<file path="config.mk">
export PLATFORM = sky130hd
export DESIGN_NAME = integer_to_ascii_digits
export DESIGN_NICKNAME = d
export VERILOG_FILES = /design/src/hw/rtl/iad_pkg.sv /design/src/hw/rtl/iad_datapath.sv /design/src/hw/rtl/iad_ctrl.sv /design/src/hw/rtl/integer_to_ascii_digits.sv
export VERILOG_INCLUDE_DIRS = /design/src /design/src/hw/rtl
export SDC_FILE = /design/constraint.sdc
export NUM_CORES = 1
export LEC_CHECK = 0
export ABC_AREA = 1
export CORE_MARGIN = 2
export CORE_UTILIZATION = 28
export CTS_BUF_LIST = sky130_fd_sc_hd__clkbuf_2 sky130_fd_sc_hd__clkbuf_4 sky130_fd_sc_hd__clkbuf_8
export CTS_CLUSTER_SIZE = 30
export DETAILED_ROUTE_END_ITERATION = 10
export DONT_BUFFER_PORTS = 1
export GPL_ROUTABILITY_DRIVEN = 0
export PLACE_DENSITY = 0.49
export SYNTH_ARGS = -nofsm -noshare
export SYNTH_HDL_FRONTEND = slang
export SYNTH_HIERARCHICAL = 1
export SYNTH_SLANG_ARGS = --single-unit
</file>
<file path="constraint.sdc">
create_clock -name clk -period 5.4 [get_ports clk]
set_clock_uncertainty 0.05 [all_clocks]
set_input_delay 0 -clock clk [delete_from_list [all_inputs] [get_ports clk]]
set_output_delay 0 -clock clk [all_outputs]
set_load 0.1 [all_outputs]
</file>
<file path="src/hw/rtl/integer_to_ascii_digits_assert.svh">
// Assertion macros shared by the converter modules.
// Each macro expects clk and rst_n in scope.
`ifndef INTEGER_TO_ASCII_DIGITS_ASSERT_SVH
`define INTEGER_TO_ASCII_DIGITS_ASSERT_SVH

`define IAD_ASSERT_SAME(label, ante, cons) \
    label: assert property (@(posedge clk) disable iff (!rst_n) (ante) |-> (cons)) \
        else $error("integer_to_ascii_digits: assertion failed");

`define IAD_ASSERT_NEXT(label, ante, cons) \
    label: assert property (@(posedge clk) disable iff (!rst_n) (ante) |=> (cons)) \
        else $error("integer_to_ascii_digits: assertion failed");

`endif

</file>
<file path="src/hw/rtl/iad_pkg.sv">
package iad_pkg;

    localparam int PAD_LIMIT  = 60;
    localparam int NUM_DIGITS = 20;
    localparam int DIGIT_W    = 4;
    localparam int BCD_W      = NUM_DIGITS * DIGIT_W;

    localparam logic [1:0] CMD_UDEC  = 2'd0;
    localparam logic [1:0] CMD_SDEC  = 2'd1;
    localparam logic [1:0] CMD_HEX   = 2'd2;
    localparam logic [1:0] CMD_SPARE = 2'd3;

    localparam logic [1:0] SEL_SIGN  = 2'd0;
    localparam logic [1:0] SEL_PAD   = 2'd1;
    localparam logic [1:0] SEL_DIGIT = 2'd2;
    localparam logic [1:0] SEL_TERM  = 2'd3;

    localparam logic [7:0] CH_NUL   = 8'h00;
    localparam logic [7:0] CH_ZERO  = 8'h30;
    localparam logic [7:0] CH_MINUS = 8'h2d;
    localparam logic [7:0] CH_ALPHA = 8'h57;

    typedef struct packed {
        logic       load;
        logic       conv_step;
        logic       norm_step;
        logic       plan;
        logic       emit;
        logic [1:0] sel;
    } iad_cmd_t;

    typedef struct packed {
        logic hex;
        logic conv_last;
        logic norm_done;
        logic neg;
        logic pad_zero;
        logic kept_zero;
    } iad_stat_t;

endpackage

</file>
<file path="src/hw/rtl/iad_datapath.sv">
`include "integer_to_ascii_digits_assert.svh"

module iad_datapath (
    input  logic              clk,
    input  logic              rst_n,
    input  iad_pkg::iad_cmd_t ctl,
    output iad_pkg::iad_stat_t stat,
    input  logic [1:0]        cmd,
    input  logic [63:0]       value,
    input  logic              is_wide,
    input  logic [5:0]        min_width,
    input  logic [6:0]        room,
    output logic [7:0]        char_out,
    output logic              last,
    output logic              strobe
);

    logic [iad_pkg::BCD_W-1:0] bcd_reg, bcd_next, bcd_adj;
    logic [63:0] bin_reg, bin_next;
    logic [5:0]  bit_cnt_reg, bit_cnt_next;
    logic [4:0]  nat_reg, nat_next;
    logic [4:0]  kept_reg, kept_next;
    logic [5:0]  pad_reg, pad_next;
    logic [5:0]  min_reg, min_next;
    logic [6:0]  room_reg, room_next;
    logic        hex_reg, hex_next;
    logic        neg_reg, neg_next;
    logic [7:0]  char_reg, char_next;
    logic        last_reg, last_next;
    logic        strobe_reg, strobe_next;

    logic [63:0] narrow_ext;
    logic [63:0] signed_val;
    logic [63:0] mag;
    logic        in_neg;
    logic        in_hex;
    logic [6:0]  cap;
    logic [4:0]  kept_calc;
    logic [3:0]  top_digit;

    always_comb
    begin
        narrow_ext = {{32{value[31]}}, value[31:0]};
        signed_val = is_wide ? value : narrow_ext;
        in_hex     = cmd inside {iad_pkg::CMD_HEX, iad_pkg::CMD_SPARE};
        in_neg     = (cmd == iad_pkg::CMD_SDEC) && signed_val[63];
        if (cmd == iad_pkg::CMD_SDEC)
        begin
            mag = in_neg ? (64'd0 - signed_val) : signed_val;
        end
        else
        begin
            mag = is_wide ? value : {32'd0, value[31:0]};
        end
    end

    always_comb
    begin
        for (int i = 0; i < iad_pkg::NUM_DIGITS; i++)
        begin
            if (bcd_reg[i*4 +: 4] >= 4'd5)
                bcd_adj[i*4 +: 4] = bcd_reg[i*4 +: 4] + 4'd3;
            else
                bcd_adj[i*4 +: 4] = bcd_reg[i*4 +: 4];
        end
    end

    assign top_digit = bcd_reg[iad_pkg::BCD_W-1 -: 4];

    always_comb
    begin
        cap = (neg_reg && room_reg != 7'd0) ? (room_reg - 7'd1) : room_reg;
        if (room_reg != 7'd0 && {2'b00, nat_reg} > cap)
            kept_calc = cap[4:0];
        else
            kept_calc = nat_reg;
    end

    always_comb
    begin
        bcd_next     = bcd_reg;
        bin_next     = bin_reg;
        bit_cnt_next = bit_cnt_reg;
        nat_next     = nat_reg;
        kept_next    = kept_reg;
        pad_next     = pad_reg;
        min_next     = min_reg;
        room_next    = room_reg;
        hex_next     = hex_reg;
        neg_next     = neg_reg;
        char_next    = char_reg;
        last_next    = 1'b0;
        strobe_next  = 1'b0;

        if (ctl.load)
        begin
            hex_next     = in_hex;
            neg_next     = in_neg;
            room_next    = room;
            min_next     = (min_width > 6'(iad_pkg::PAD_LIMIT)) ?
                           6'(iad_pkg::PAD_LIMIT) : min_width;
            bin_next     = mag;
            bit_cnt_next = 6'd0;
            nat_next     = 5'(iad_pkg::NUM_DIGITS);
            bcd_next     = in_hex ? {16'd0, mag} : '0;
        end

        if (ctl.conv_step)
        begin
            bcd_next     = {bcd_adj[iad_pkg::BCD_W-2:0], bin_reg[63]};
            bin_next     = {bin_reg[62:0], 1'b0};
            bit_cnt_next = bit_cnt_reg + 6'd1;
        end

        if (ctl.norm_step)
        begin
            bcd_next = {bcd_reg[iad_pkg::BCD_W-5:0], 4'd0};
            nat_next = nat_reg - 5'd1;
        end

        if (ctl.plan)
        begin
            kept_next = kept_calc;
            pad_next  = (min_reg > {1'b0, kept_calc}) ? (min_reg - {1'b0, kept_calc}) : 6'd0;
        end

        if (ctl.emit)
        begin
            strobe_next = 1'b1;
            case (ctl.sel)
                iad_pkg::SEL_SIGN:
                begin
                    char_next = iad_pkg::CH_MINUS;
                end
                iad_pkg::SEL_PAD:
                begin
                    char_next = iad_pkg::CH_ZERO;
                    pad_next  = pad_reg - 6'd1;
                end
                iad_pkg::SEL_DIGIT:
                begin
                    if (top_digit < 4'ha)
                        char_next = iad_pkg::CH_ZERO + {4'd0, top_digit};
                    else
                        char_next = iad_pkg::CH_ALPHA + {4'd0, top_digit};
                    bcd_next  = {bcd_reg[iad_pkg::BCD_W-5:0], 4'd0};
                    kept_next = kept_reg - 5'd1;
                end
                default:
                begin
                    char_next = iad_pkg::CH_NUL;
                    last_next = 1'b1;
                end
            endcase
        end
    end

    always_ff @(posedge clk or negedge rst_n)
    begin
        if (!rst_n)
        begin
            char_reg   <= iad_pkg::CH_NUL;
            last_reg   <= 1'b0;
            strobe_reg <= 1'b0;
        end
        else
        begin
            char_reg   <= char_next;
            last_reg   <= last_next;
            strobe_reg <= strobe_next;
        end
    end

    always_ff @(posedge clk)
    begin
        bcd_reg     <= bcd_next;
        bin_reg     <= bin_next;
        bit_cnt_reg <= bit_cnt_next;
        nat_reg     <= nat_next;
        kept_reg    <= kept_next;
        pad_reg     <= pad_next;
        min_reg     <= min_next;
        room_reg    <= room_next;
        hex_reg     <= hex_next;
        neg_reg     <= neg_next;
    end

    assign stat.hex       = hex_reg;
    assign stat.conv_last = (bit_cnt_reg == 6'd63);
    assign stat.norm_done = (top_digit != 4'd0) || (nat_reg == 5'd1);
    assign stat.neg       = neg_reg;
    assign stat.pad_zero  = (pad_reg == 6'd0);
    assign stat.kept_zero = (kept_reg == 5'd0);

    assign char_out = char_reg;
    assign last     = last_reg;
    assign strobe   = strobe_reg;

    `IAD_ASSERT_SAME(a_last_is_nul, last_reg, strobe_reg && char_reg == iad_pkg::CH_NUL)
    `IAD_ASSERT_NEXT(a_plan_fits, ctl.plan, kept_reg <= nat_reg && pad_reg <= min_reg)
    `IAD_ASSERT_SAME(a_norm_safe, ctl.norm_step, nat_reg > 5'd1 && top_digit == 4'd0)

endmodule

</file>
<file path="src/hw/rtl/iad_ctrl.sv">
`include "integer_to_ascii_digits_assert.svh"

module iad_ctrl (
    input  logic               clk,
    input  logic               rst_n,
    input  logic               start,
    output logic               busy,
    input  iad_pkg::iad_stat_t stat,
    output iad_pkg::iad_cmd_t  ctl
);

    localparam logic [2:0] ST_IDLE  = 3'd0;
    localparam logic [2:0] ST_CONV  = 3'd1;
    localparam logic [2:0] ST_NORM  = 3'd2;
    localparam logic [2:0] ST_SIGN  = 3'd3;
    localparam logic [2:0] ST_PAD   = 3'd4;
    localparam logic [2:0] ST_DIGIT = 3'd5;
    localparam logic [2:0] ST_TERM  = 3'd6;

    logic [2:0] state_reg, state_next;

    always_comb
    begin
        state_next = state_reg;
        ctl        = '0;
        case (state_reg)
            ST_IDLE:
            begin
                if (start)
                begin
                    ctl.load   = 1'b1;
                    state_next = ST_CONV;
                end
            end
            ST_CONV:
            begin
                if (stat.hex)
                begin
                    state_next = ST_NORM;
                end
                else
                begin
                    ctl.conv_step = 1'b1;
                    if (stat.conv_last)
                        state_next = ST_NORM;
                end
            end
            ST_NORM:
            begin
                if (stat.norm_done)
                begin
                    ctl.plan   = 1'b1;
                    state_next = ST_SIGN;
                end
                else
                begin
                    ctl.norm_step = 1'b1;
                end
            end
            ST_SIGN:
            begin
                if (stat.neg)
                begin
                    ctl.emit = 1'b1;
                    ctl.sel  = iad_pkg::SEL_SIGN;
                end
                state_next = ST_PAD;
            end
            ST_PAD:
            begin
                if (stat.pad_zero)
                begin
                    state_next = ST_DIGIT;
                end
                else
                begin
                    ctl.emit = 1'b1;
                    ctl.sel  = iad_pkg::SEL_PAD;
                end
            end
            ST_DIGIT:
            begin
                if (stat.kept_zero)
                begin
                    state_next = ST_TERM;
                end
                else
                begin
                    ctl.emit = 1'b1;
                    ctl.sel  = iad_pkg::SEL_DIGIT;
                end
            end
            ST_TERM:
            begin
                ctl.emit   = 1'b1;
                ctl.sel    = iad_pkg::SEL_TERM;
                state_next = ST_IDLE;
            end
            default:
            begin
                state_next = ST_IDLE;
            end
        endcase
    end

    always_ff @(posedge clk or negedge rst_n)
    begin
        if (!rst_n)
            state_reg <= ST_IDLE;
        else
            state_reg <= state_next;
    end

    assign busy = (state_reg != ST_IDLE);

    `IAD_ASSERT_NEXT(a_term_to_idle, ctl.emit && ctl.sel == iad_pkg::SEL_TERM, !busy)
    `IAD_ASSERT_SAME(a_load_when_idle, ctl.load, !busy && start)
    `IAD_ASSERT_SAME(a_no_conv_hex, ctl.conv_step, !stat.hex && state_reg == ST_CONV)

endmodule

</file>
<file path="src/hw/rtl/integer_to_ascii_digits.sv">
// Channel   Handshake            Payload
// request   start, busy          cmd, value, is_wide, min_width, room
// result    strobe               char_out, last
//
// A request is taken when start is high and busy is low.
// Decimal requests shift the value bit by bit into a BCD register; hex values load into it directly.
// Leading zero digits then drop one per cycle (up to 19), followed by a planning step.
// Busy then covers the sign slot (a minus only for a negative value), each pad zero and
// digit, and the NUL that ends the string.
// Reset is asynchronous and active low; each result shows for one cycle and cannot stall.
module integer_to_ascii_digits (
    input  logic        clk,
    input  logic        rst_n,
    input  logic        start,
    output logic        busy,
    input  logic [1:0]  cmd,
    input  logic [63:0] value,
    input  logic        is_wide,
    input  logic [5:0]  min_width,
    input  logic [6:0]  room,
    output logic [7:0]  char_out,
    output logic        last,
    output logic        strobe
);

    iad_pkg::iad_cmd_t  ctl;
    iad_pkg::iad_stat_t stat;

    iad_ctrl u_ctrl (
        .clk   (clk),
        .rst_n (rst_n),
        .start (start),
        .busy  (busy),
        .stat  (stat),
        .ctl   (ctl)
    );

    iad_datapath u_datapath (
        .clk        (clk),
        .rst_n      (rst_n),
        .ctl        (ctl),
        .stat       (stat),
        .cmd        (cmd),
        .value      (value),
        .is_wide    (is_wide),
        .min_width  (min_width),
        .room       (room),
        .char_out   (char_out),
        .last       (last),
        .strobe     (strobe)
    );

endmodule
</file>
[Yosys cells after proc, flatten, opt, wreduce, memory -nomap -nowiden]
Cells that the tools add are included.
Storage, ports and cells
  bits in registers: 194
  bits in latches: 0
  RAM bits: 0
  bits in read-only memories: 0
  bits of input ports: 83
  output and inout bits: 11
  word-level logic and storage cells: 170
  memories: 0
Operators by class
  $add $sub $neg: 29
  $mul: 0
  divide/modulo/power cells: 0
  magnitude comparators: 24
  equality and inequality tests: 18
  shift-type cells: 0
  muxes and demuxes: 68
  bitwise gates (word level): 0
  reduce and logical (&&, ||, !) cells: 16
Operators by type and width (number)
  $mux 64: 7
  $mux 80: 5
  $ge 4x3->1 const B: 20
  $add 4x2->4 const B: 19
  $mux 4: 19
  $sub 1x64->64 const A: 1
  $mux 6: 6
  $mux 3: 10
  $mux 5: 6
  $pmux 8 s3: 1
  $pmux 3 s6: 1
  $pmux 3 s4: 1
  $sub 5x1->5 const B: 2
  $eq 3x3->1 const B: 3
  $mux 1: 9
  $add 7x4->8 const A: 1
  $mux 8: 1
  $ne 2x2->1 const B: 4
  $add 6x4->7 const A: 1
  $gt 5x7->1: 1
  $mux 7: 1
  $reduce_bool 7->1: 1
  $sub 7x1->7 const B: 1
  $add 6x1->6 const B: 1
  other kinds (25): 33

[Longest topological paths before layout]
  word-level depth: 11
  mapped depth: 30
  depth with buffers taken out: 30

[Cells and area by module]
The synthesis kept the hierarchy.
By module, submodules not included
  iad_datapath: times used 1, cells an instance 1895, area an instance 13411.6 sq um, seq. area each 4739.5 sq um
  iad_ctrl: times used 1, cells an instance 46, area an instance 309.0 sq um, seq. area each 75.1 sq um

[Least setup slack after synthesis]
No wires, ideal clock.
  path type: register to register
  start point: register u_ctrl.state_reg[1]
  end point: register u_datapath/bcd_reg[79] (netlist bit)
  setup time: 0.129 ns
  data arrival time: 5.285 ns
  required time: 5.221 ns
  slack: -0.064 ns
  stages on the path, launching flop included: 12
  path buffers: 3
  clock period less this slack: 5.464 ns
  cells stage by stage: dfrtp_1 buf_6 nor2_2 nand2_1 nor2_1 clkbuf_1 nor2_1 clkinv_1 clkbuf_1 o21ai_0 o211ai_1 o21ai_0
RTL lines
  start, declared: line iad_ctrl.sv:20  | logic [2:0] state_reg, state_next;
  start signal, assigned: line iad_ctrl.sv:111  | state_reg <= state_next;
  end signal, assigned: line iad_datapath.sv:176  | bcd_reg <= bcd_next;
  end, declared: line iad_datapath.sv:18  | logic [iad_pkg::BCD_W-1:0] bcd_reg, bcd_next, bcd_adj;

[Final worst setup path]
  start point: register u_datapath.room_reg[0]
  end point: register u_datapath.pad_reg[4]
On the way
  word-level cells in the longest chain between the ends: 11
  elaborated cells on any way between the ends: 13
  those cells by class: add/sub (2); order compare (2); mux (6); reduce/logical (3)
Ends and longest elaborated chain
  start, declared: line iad_datapath.sv:25  | logic [6:0] room_reg, room_next;
  start signal, assigned: line iad_datapath.sv:183  | room_reg <= room_next;
  branches (longest 5 deep; another with $sub 7x1->7)
  $mux 5 *: line iad_datapath.sv:73  | if (room_reg != 7'd0 && {2'b00, nat_reg} > cap)
  $sub 6x5->6 or $gt 6x5->1 (tied branches): line iad_datapath.sv:124  | pad_next = (min_reg > {1'b0, kept_calc}) ? (min_reg - {1'b0, kept_calc}) : 6'd0;
  $mux 6 *: line iad_datapath.sv:124
  $mux 6 *: line iad_datapath.sv:121  | if (ctl.plan)
  $mux 6: line iad_datapath.sv:130  | case (ctl.sel)
  $mux 6 *: line iad_datapath.sv:127  | if (ctl.emit)
  named net u_datapath.pad_next[4]: line iad_datapath.sv:23  | logic [5:0] pad_reg, pad_next;
  end signal, assigned: line iad_datapath.sv:181  | pad_reg <= pad_next;
  end, declared: line iad_datapath.sv:23
Mark *: on every way through the listed nets, which the timed path passes.
A chain may end at the register's enable or synchronous reset.

==> results.py <==
metrics = {
    "global_route": {
        "globalRoute.totalOverflow": 0,
        "first_global_vias": 12800,
        "grt_pass1_wl_mm": 71.2,
        "grt_max_degree": 65,
        "grt_util_all_layers": 0.180,
        "antenna_found_initial": 5,
    },
    "power": {
        "irDropWorstVdd_v": 0.000263,
        "p_leak_nw": 6.45,
        "combPwrFrac": 0.482,
        "netSwitchingPower_w": 0.00361,
        "powerDensity_nw_per_um2": 487,
        "power_frac_clock": 0.136,
        "switching_share": 0.479,
        "seqPwrFrac": 0.381,
        "internal_power_w": 0.00394,
    },
    "detailed_routing": {
        "drc": 0,
        "route.detailed.wl_per_inst_um": 17.4,
        "drt_wl_total_mm": 45.5,
        "drtIter0Drc": 939,
        "antenna_left": 0,
        "first_pass_iters": 6,
        "viasPerCell": 5.14,
        "vias": 13400,
    },
    "worst_setup_path": {
        "worstSetupStartpointType": "flip-flop",
        "arrival_ns": 4.42,
        "critPathMaxStageDelay_ns": 0.38,
        "cp_slowest_cell": "edfxtp_1",
        "path_class": "reg -> reg",
        "crit_required_ns": 5.81,
        "cp-end-kind": "flip-flop",
        "crit_fanout": 7,
    },
    "die": {
        "die_area_sq_um": 50800,
        "num_rows": 81,
        "initial_core_util": 0.282,
        "die_h_um": 225,
        "ioPinCount": 94,
        "core_sq_um": 48600,
        "die_w_um": 225,
    },
    "logic_synthesis": {
        "seq_area_frac_synth": 0.351,
        "syn_area_per_cell_sq_um": 7.07,
        "yosysTopAreaCellShare": 0.195,
        "synth-compound-area-share": 0.224,
        "ys.flop_type": "dfxtp_1",
        "yosysMostFrequentCell": "nand2_1",
        "synth_area_sq_um": 13700,
        "synthMuxAreaShare": 0,
        "synthXorXnorAreaFrac": 0.0281,
        "synth_top_family_by_area": "simple AND/OR/NAND/NOR gates",
        "synth_edf_count": 89,
        "ys_ff_latch": 193,
        "synth-async-reset-ratio": 0.0622,
        "ys_warn_count": 6,
        "synth.area.top_cells": "edfxtp_1 19%, dfxtp_1 13%, nand2_1 10%, inv_1 7.0%, o21ai_0 6.7%",
        "synth_commonest_cells": "372 x nand2_1, 256 x inv_1, 184 x o21ai_0",
        "synth_top_cell_by_area": "edfxtp_1",
        "synthSimpleGateAreaFrac": 0.247,
        "synth_nets": 2080,
        "synthCells": 1941,
        "synthAdderAreaFrac": 0.0511,
        "synth_cell_types": 60,
    },
    "status": {
        "status": "finished, final reports clean",
    },
    "min_path": {
        "hp-class": "in -> reg",
    },
    "layout": {
        "seq_area_sq_um": 4810,
        "syn_to_final_growth_pct": 12.9,
        "multi_input_area_sq_um": 7580,
        "drive_above_1_share": 0.0546,
        "n_fill_cell": 5249,
        "fin_area_sq_um": 15500,
        "largest_reg_flops": 80,
        "nets": 2105,
    },
    "timing": {
        "fin_ws_ns": 1.39,
        "worst_slew_pin_slew_ns": 1.18,
        "report.final.slew_viol_count": 0,
        "hold_viol": 0,
        "period_needed_ns": 4.01,
        "period_share": 0.742,
        "setup_tns_ns": 0,
        "setup_viol": 0,
        "clock.fmax_ghz": 0.250,
        "slew_headroom": 0.210,
        "rsz0062_at_grt": "no",
    },
    "flow_run": {
        "drv_cap": 0,
    },
    "clock_network": {
        "clkSinkCount": 193,
        "cts_buffers": 17,
        "cts_tree": "yes",
        "clk_pin_slew_ns": 0.11,
        "cts_resized": 0,
        "cts_root_buf": "clkbuf_8",
        "clock_latency_ns": 0.53,
        "clockBufferDepth": 2,
        "htree_levels": 4,
    },
    "place": {
        "place_worst_setup_slack_ns": 1.39,
        "port_buffers": 0,
        "dpl_cell_area_sq_um": 14300,
        "dpl.hpwl_mm": 31.7,
    },
}
-- final timing paths --
kind	end	cells past startpoint	slack, ns	startpoint
worst max register to register	u_datapath/pad_reg[4]	30	1.39	u_datapath/room_reg[0]
worst max-delay path	u_datapath/pad_reg[4]	30	1.39	u_datapath/room_reg[0]
worst min register to register	u_datapath/bin_reg[0]	2	0.45	u_datapath/bin_reg[0]
worst min-delay path	u_datapath/bcd_reg[63]	6	0.01	value[63]
min in group asynchronous	u_datapath/strobe	2	0.38	rst_n
max in group asynchronous	u_ctrl/state_reg[0]	2	4.56	rst_n
-- kinds of logic after synthesis --
group           count (synthesis)
buf+inv                       353
xor+xnor                       44
fa+ha+maj                      56
compound gates                520
simple gates                  774
flops                         193
other cells                     1
-- final cells by class --
class / instances / share of cell area
inverter: 265 / 0.0643
clock buffer: 17 / 0.0151
antenna: 5 / 0.000808
multi-input combinational: 1395 / 0.489
clock inverter: 15 / 0.0108
tap: 622 / 0.0502
sequential: 193 / 0.311
timing repair buffer: 94 / 0.0585
-- worst max-delay path: cells and delay by family, from the launching register on --
family                     cells  cell delay [ns]
buffers and inverters          6             0.48
AOI/OAI and AO/OA              3             0.46
DFF                            1             0.38
adders and majority gates      4             0.84
xor gates and xnor gates       1             0.24
and+or+nand+nor               16             1.50
-- metal layers --
layer  global-route usage  vias to the layer above  routed length (um)
li1                     -                     6677                   -
met1                0.221                     6311               20000
met2                0.307                      343               21700
met3               0.0351                       73                2170
met4               0.0720                        0                1600
met5                    0                        -                   0
-- what timing repair did --
action / CTS / global route
endpoints found under the setup margin: 0 / 0
setup buffers: 0 / 0
endpoints found under the hold margin: 141 / 0
hold buffers: 75 / 0
-- cell usage in the layout (no fill, tap or decap), types with 25 or more instances in the layout --
| cell | n |
|---|---|
| a31oi_1 | 29 |
| a221oi_1 | 27 |
| xor2_1 | 36 |
| o21ai_0 | 184 |
| nand2_1 | 371 |
| nand3_1 | 120 |
| nor2_1 | 172 |
| dfxtp_1 | 92 |
| ha_1 | 56 |
| dlygate4sd3_1 | 75 |
| nand4_1 | 25 |
| a22oi_1 | 30 |
| edfxtp_1 | 89 |
| a21oi_1 | 164 |
| inv_1 | 255 |
| nor3_1 | 25 |
-- power groups by stage --
stage	combinational (W)	clock, W	sequential (W)
after floorplan	0.00278	0	0.00276
after global placement	0.00348	0	0.00290
after detailed placement	0.00355	0	0.00291
after CTS	0.00364	0.00107	0.00288
after global routing	0.00416	0.00112	0.00297
final	0.00364	0.00103	0.00288
-- stage by stage --
stage	utilization	hold slack [ns]	total power (W)	cells
finish	0.318	0.0115	0.00755	2606
CTS	0.318	0.00000783	0.00759	2601
global route	0.318	0.00451	0.00825	2606
floorplan	-	-0.346	0.00554	1941
global placement	0.294	-0.345	0.00639	2494
detailed placement	0.294	-0.345	0.00646	2494
Note: power is estimated with default switching activity, not from simulation.
